### config.mk
export PLATFORM = sky130hd
export DESIGN_NAME = ibaif_lane
export DESIGN_NICKNAME = d
export VERILOG_FILES = /design/src/hdl/ibaif_pkg.sv /design/src/hdl/ibaif_lane.sv
export SDC_FILE = /design/constraint.sdc
export NUM_CORES = 2
export LEC_CHECK = 0
export ABC_AREA = 1
export BUFFER_PORTS_ARGS = -buffer_cell sky130_fd_sc_hd__buf_2
export CAP_MARGIN = 15
export CORE_AREA = 4 4 213 422
export CTS_CLUSTER_DIAMETER = 40
export DETAILED_ROUTE_END_ITERATION = 8
export DIE_AREA = 0 0 217 426
export PLACE_DENSITY = 0.42
export REMOVE_ABC_BUFFERS = 1
export SLEW_MARGIN = 25
export SYNTH_ARGS = -nofsm -noshare
export SYNTH_HDL_FRONTEND = slang
export SYNTH_SLANG_ARGS = --single-unit
export TNS_END_PERCENT = 20
### constraint.sdc
create_clock -name clk_i -period 11.65 [get_ports clk_i]
set_clock_uncertainty 0.15 [all_clocks]
set_input_delay 1.165 -clock clk_i [delete_from_list [all_inputs] [get_ports clk_i]]
set_output_delay 1.165 -clock clk_i [all_outputs]
set_load 0.01 [all_outputs]
### src/hdl/ibaif_pkg.sv
// ----------------------------------------------------------------------------
// ibaif_pkg
// Shared types, constants and helpers for the IMU batch average IIR filter.
// ----------------------------------------------------------------------------
`default_nettype none
package ibaif_pkg;

  localparam int unsigned NumAxes   = 6;
  localparam int unsigned MaxBatch  = 128;
  localparam int unsigned FracBits  = 8;
  localparam int unsigned CntW      = $clog2(MaxBatch + 1);
  localparam int unsigned SumW      = 16 + $clog2(MaxBatch + 1);
  localparam int unsigned DivW      = SumW + FracBits;
  localparam int unsigned CfgIdxW   = 3;
  localparam int unsigned CfgDataW  = 24;

  typedef enum logic [1:0] {
    OP_SAMPLE   = 2'd0,
    OP_POLL_END = 2'd1,
    OP_OVERFLOW = 2'd2,
    OP_UNUSED   = 2'd3
  } op_e;

  typedef enum logic [1:0] {
    ST_VALID    = 2'd0,
    ST_NO_DATA  = 2'd1,
    ST_OVERFLOW = 2'd2,
    ST_RESERVED = 2'd3
  } status_e;

  typedef enum logic [2:0] {
    REG_ALPHA   = 3'd0,
    REG_BIAS_EN = 3'd1,
    REG_BIAS_AX = 3'd2,
    REG_BIAS_AY = 3'd3,
    REG_BIAS_AZ = 3'd4,
    REG_BIAS_GX = 3'd5,
    REG_BIAS_GY = 3'd6,
    REG_BIAS_GZ = 3'd7
  } reg_e;

  typedef struct packed {
    logic [1:0]         op;
    logic signed [15:0] accel_x;
    logic signed [15:0] accel_y;
    logic signed [15:0] accel_z;
    logic signed [15:0] gyro_x;
    logic signed [15:0] gyro_y;
    logic signed [15:0] gyro_z;
  } in_item_t;

  typedef struct packed {
    logic [1:0]         status;
    logic [7:0]         sample_count;
    logic signed [23:0] out_accel_x;
    logic signed [23:0] out_accel_y;
    logic signed [23:0] out_accel_z;
    logic signed [23:0] out_gyro_x;
    logic signed [23:0] out_gyro_y;
    logic signed [23:0] out_gyro_z;
  } out_item_t;

  // lane control from the sequencer
  typedef struct packed {
    logic       start;    // begin divide
    logic       seeded;   // filter already seeded
    logic       bias_en;
    logic [8:0] alpha;    // clamped to 256
  } lane_ctrl_t;

  function automatic logic signed [23:0] sat24(input logic signed [DivW+1:0] v);
    if (v > $signed({{(DivW-22){1'b0}}, 24'h7FFFFF})) return 24'sh7FFFFF;
    if (v < $signed({{(DivW-22){1'b1}}, 24'h800000})) return 24'sh800000;
    return v[23:0];
  endfunction

endpackage
`default_nettype wire

### src/hdl/ibaif_lane.sv
// ----------------------------------------------------------------------------
// ibaif_lane
// One axis: sum accumulator, restoring divider, bias and IIR filter state.
// ----------------------------------------------------------------------------
`default_nettype none
module ibaif_lane import ibaif_pkg::*; (
  input  wire logic               clk_i,
  input  wire logic               rst_ni,
  input  wire logic               clear_i,
  input  wire logic               add_i,
  input  wire logic signed [15:0] sample_i,
  input  wire logic [CntW-1:0]    count_i,
  input  wire lane_ctrl_t         ctrl_i,
  input  wire logic signed [23:0] bias_i,
  output logic                    done_o,
  output logic signed [23:0]      y_o
);

  localparam int unsigned StepW = $clog2(DivW + 1);

  logic signed [SumW-1:0] sum_q;
  logic signed [23:0]     state_q;
  logic [DivW-1:0]        quo_q;
  logic [CntW-1:0]        rem_q;
  logic [StepW-1:0]       step_q;
  logic                   busy_q, neg_q, filt_q, done_q;
  logic signed [DivW+1:0] x_q;
  logic signed [23:0]     xs;
  logic [CntW:0]          rem_sh;
  logic                   ge;
  logic [DivW-1:0]        quo_nx;
  logic signed [DivW+1:0] xv;
  logic signed [33:0]     t;

  assign rem_sh = {rem_q, quo_q[DivW-1]};
  assign ge     = rem_sh >= {1'b0, count_i};
  assign quo_nx = {quo_q[DivW-2:0], ge};
  assign xv     = neg_q ? -$signed({2'b0, quo_nx}) : $signed({2'b0, quo_nx});

  always_ff @(posedge clk_i or negedge rst_ni) begin
    if (!rst_ni) begin
      sum_q   <= '0;
      state_q <= '0;
      busy_q  <= 1'b0;
      filt_q  <= 1'b0;
      done_q  <= 1'b0;
      step_q  <= '0;
    end else begin
      done_q <= filt_q;
      filt_q <= busy_q && (step_q == StepW'(DivW - 1));
      if (clear_i) begin
        sum_q <= '0;
      end else if (add_i) begin
        sum_q <= sum_q + SumW'(sample_i);
      end
      if (ctrl_i.start) begin
        busy_q <= 1'b1;
        step_q <= '0;
      end else if (busy_q) begin
        step_q <= step_q + 1'b1;
        if (step_q == StepW'(DivW - 1)) begin
          busy_q <= 1'b0;
        end
      end
      if (filt_q) begin
        state_q <= ctrl_i.seeded ? y_o : xs;
      end
    end
  end

  // restoring divide of |sum| << FracBits, one quotient bit per cycle
  always_ff @(posedge clk_i) begin
    if (ctrl_i.start) begin
      neg_q <= sum_q[SumW-1];
      quo_q <= DivW'(sum_q[SumW-1] ? -sum_q : sum_q) << FracBits;
      rem_q <= '0;
    end else if (busy_q) begin
      rem_q <= ge ? CntW'(rem_sh - {1'b0, count_i}) : rem_sh[CntW-1:0];
      quo_q <= quo_nx;
      if (step_q == StepW'(DivW - 1)) begin
        x_q <= ctrl_i.bias_en ? xv - (DivW+2)'(bias_i) : xv;
      end
    end
  end

  assign xs = sat24(x_q);
  // arithmetic shift floors toward minus infinity
  assign t  = $signed({1'b0, ctrl_i.alpha}) * xs
            + $signed({1'b0, 9'd256 - ctrl_i.alpha}) * state_q;

  always_comb begin
    y_o = filt_q ? (ctrl_i.seeded ? t[31:8] : xs) : state_q;
  end
  assign done_o = done_q;

  a_done_after_filt: assert property (@(posedge clk_i) disable iff (!rst_ni)
    filt_q |=> done_q) else $error("done missing");
  a_no_busy_start: assert property (@(posedge clk_i) disable iff (!rst_ni)
    ctrl_i.start |=> busy_q) else $error("divider not started");
  a_busy_no_filt: assert property (@(posedge clk_i) disable iff (!rst_ni)
    busy_q |-> !filt_q) else $error("filter during divide");

endmodule
`default_nettype wire

==> results.yml <==
global_route:
  grt_util_all_layers_pct: 21.4
  grt.busiest_layer: "met2"
  first_global_vias: 24834
  grt_overflow_total: 0
  grt_util_met3_pct: 2.34
  grt_start_max_net_pins: 58
  grt_use_met2_pct: 44.6
  antenna_found_initial: 12
  grt_pass1_wl_um: 146000
  grt_util_met1_pct: 19.2
timing:
  finalHoldViolations: 0
  slew_headroom_pct: 37.2
  unrepaired_setup_endpoints_after_global_routing: "false"
  timing.final.max_slew_violations: 0
  final-setup-viol-count: 0
  post-route-min-period_ps: 10760
  worst-slew-pin-transition_ps: 940
  timing.final.crit_share_pct: 92.3
  setup_total_negative_slack_ps: 0
  fin_worst_hold_slack_ps: 328
  clock.fmax_mhz: 93.0
hold_path:
  holdCritPathClass: "reg2reg"
clocking:
  htreeDepth: 4
  cts.sinks: 132
  clock_tree.buffer_depth: 2
  worst_setup_hold_path_clk_slew_ps: 60
  tritoncts.num_buffers: 17
  clk-insertion-delay-late_ps: 510
  clk_root_buffer_cell: "sky130_fd_sc_hd__clkbuf_16"
  cts_tree: "yes"
die:
  start_util_pct: 29.6
  pin_count: 89
  core_area_mm2: 0.0869
  chipWidth_um: 217
  full_die_area_mm2: 0.0924
  num_rows: 153
  die_height_um: 426
placement:
  gpl.final_weighted_congestion: 0.905
  number_of_port_buffers: 88
  hpwlAfterDp_um: 82800
drt:
  remaining_drc_errors: 0
  initial_drt_markers: 885
  antenna_violating_nets_post_route: 0
  via_count_normalized_by_instance_count: 4.74
  routed-via-count: 22291
  routed_wl_um: 96200
  detail_route.first_pass.iterations: 5
  wl_per_cell_um: 20.4
yosys:
  asyncSetResetFlopFracSynth_pct: 43.2
  synth.most_common_cell: "sky130_fd_sc_hd__inv_1"
  muxShareOfSynthArea_pct: 0
  fraction_of_the_mapped_netlist_area_in_compound_gates_pct: 9.17
  yosysUniqueCellTypes: 61
  synth_top_family_by_area: "adder cells"
  postSynth.topFlopCell: "sky130_fd_sc_hd__edfxtp_1"
  post_synth_fa_ha_maj_area_fraction_pct: 40.0
  netlist_area_mm2: 0.0257
  synth.yosys.warnings: 0
  syn_inst: 3469
  synth_area_leader_cell: "sky130_fd_sc_hd__fa_1"
  synth_edf_count: 59
  synth-seq-cells: 132
  synth-xor-area-share_pct: 1.87
  synth_common_cells: "sky130_fd_sc_hd__inv_1, sky130_fd_sc_hd__nand2_1, sky130_fd_sc_hd__nor2_1"
  mean_instance_size_in_the_synthesized_netlist_um2: 7.42
  yosysSeqAreaShare_pct: 13.7
  synthSimpleGateAreaFrac_pct: 22.4
  synth_top_cells_by_area: "sky130_fd_sc_hd__fa_1, sky130_fd_sc_hd__inv_1, sky130_fd_sc_hd__nand2_1"
  netlist.area_leader.share_pct: 31.3
finish:
  layout.nets: 4175
  synthToLayoutAreaGrowth_pct: 9.24
  seqCellArea_mm2: 0.00352
  multiInputGateArea_mm2: 0.0189
  drive_above_1_share_pct: 5.93
  fillerInstances: 9708
setup_path:
  critical_path_arrival_ps: 9440
  critPathLaunchType: "primary input"
  setup.worst_path.end_class: "primary output"
  timing.critical_path.required_ps: 10340
  worst-path-max-fanout: 12
  cpLargestDelayFamily: "adder cells"
  largest_stage_delay_worst_path_ps: 560
  worstSetupPathType: "in2out"
  worst_path_max_delay_cell: "sky130_fd_sc_hd__fa_1"
  r2r_setup_slack_ps: 2860
  cpMostUsedCell: "sky130_fd_sc_hd__inv_1"
  path_buf_inv: 11
outcome:
  status: "complete, no violations"
run:
  max_cap_violations: 0
repair_timing:
action                     CTS  global route
setup endpoints to repair    0             1
resized for setup            0             1
setup buffers                0             0
hold buffers                 0             0
per-stage QoR:
step	setup slack, ps	instance area (um^2)	instances	util (%)
2_1_floorplan	2360	25400	3389	-
3_3_place_gp	542	27600	4673	31.7
3_5_place_dp	545	27600	4673	31.7
4_1_cts	510	28100	4705	32.4
5_1_grt	246	28100	4705	32.4
6_report	892	28100	4706	32.4
tightest hold or removal path, stage by stage, from the launching register on:
cell,delay [ps]
sky130_fd_sc_hd__dfxtp_1,340
sky130_fd_sc_hd__nand2_1,50
sky130_fd_sc_hd__o21ai_0,50
path summary, 6_finish.rpt:
| check | start | end | cells after the start |
|---|---|---|---|
| min in group asynchronous | rst_ni | state_q[2] | 1 |
| max reg2reg | x_q[33] | state_q[17] | 32 |
| max in group asynchronous | rst_ni | filt_q | 1 |
| min | rem_q[7] | rem_q[7] | 2 |
| max | ctrl_i[1] | y_o[22] | 35 |
| min reg2reg | rem_q[7] | rem_q[7] | 2 |
cells by family after synthesis:
group / Yosys count
XOR/XNOR: 55
AO/OA/AOI/OAI: 420
AND/OR/NAND/NOR: 1402
buffers and inverters: 879
flip-flops: 132
adder cells (fa/ha/maj): 581
area by class of cell:
| type | count | area share, % |
|---|---|---|
| sequential | 132 | 12.5 |
| antenna | 1 | 0.00890 |
| inverter | 799 | 10.7 |
| timing repair buffer | 122 | 2.50 |
| multi-input combinational | 2458 | 67.2 |
| clock buffer | 21 | 1.64 |
| clock inverter | 11 | 0.262 |
| tap | 1162 | 5.17 |
layout by cell type (no fill, tap or decap), types with 16 or more instances in the layout:
cell / Yosys / routed
sky130_fd_sc_hd__a21oi_1: 136 / 136
sky130_fd_sc_hd__buf_2: 4 / 87
sky130_fd_sc_hd__buf_4: 1 / 34
sky130_fd_sc_hd__clkbuf_16: 0 / 17
sky130_fd_sc_hd__dfrtp_1: 57 / 56
sky130_fd_sc_hd__dfxtp_1: 16 / 16
sky130_fd_sc_hd__edfxtp_1: 59 / 59
sky130_fd_sc_hd__fa_1: 402 / 402
sky130_fd_sc_hd__ha_1: 179 / 179
sky130_fd_sc_hd__inv_1: 783 / 783
sky130_fd_sc_hd__nand2_1: 731 / 730
sky130_fd_sc_hd__nand3_1: 105 / 105
sky130_fd_sc_hd__nand4_1: 23 / 23
sky130_fd_sc_hd__nor2_1: 435 / 434
sky130_fd_sc_hd__nor3_1: 42 / 42
sky130_fd_sc_hd__o21ai_0: 168 / 168
sky130_fd_sc_hd__o22ai_1: 29 / 29
sky130_fd_sc_hd__xor2_1: 44 / 44
routing by layer:
metal / vias up / share of wire, %
met1: 10904 / 32
met5: - / 0.12
met2: 453 / 59
li1: 10706 / -
met3: 210 / 2.7
met4: 18 / 6.5
registers in the layout (all words and copies together) (netlist names):
| signal | count |
|---|---|
| busy_q | 1 |
| done_o | 1 |
| filt_q | 1 |
| neg_q | 1 |
| quo_q | 32 |
| rem_q | 8 |
| state_q | 24 |
| step_q | 6 |
| sum_q | 24 |
| x_q | 34 |
Power is left out: the tool's default activity adds up to more than one toggle a clock period on the data nets, which glitch-free logic cannot reach.
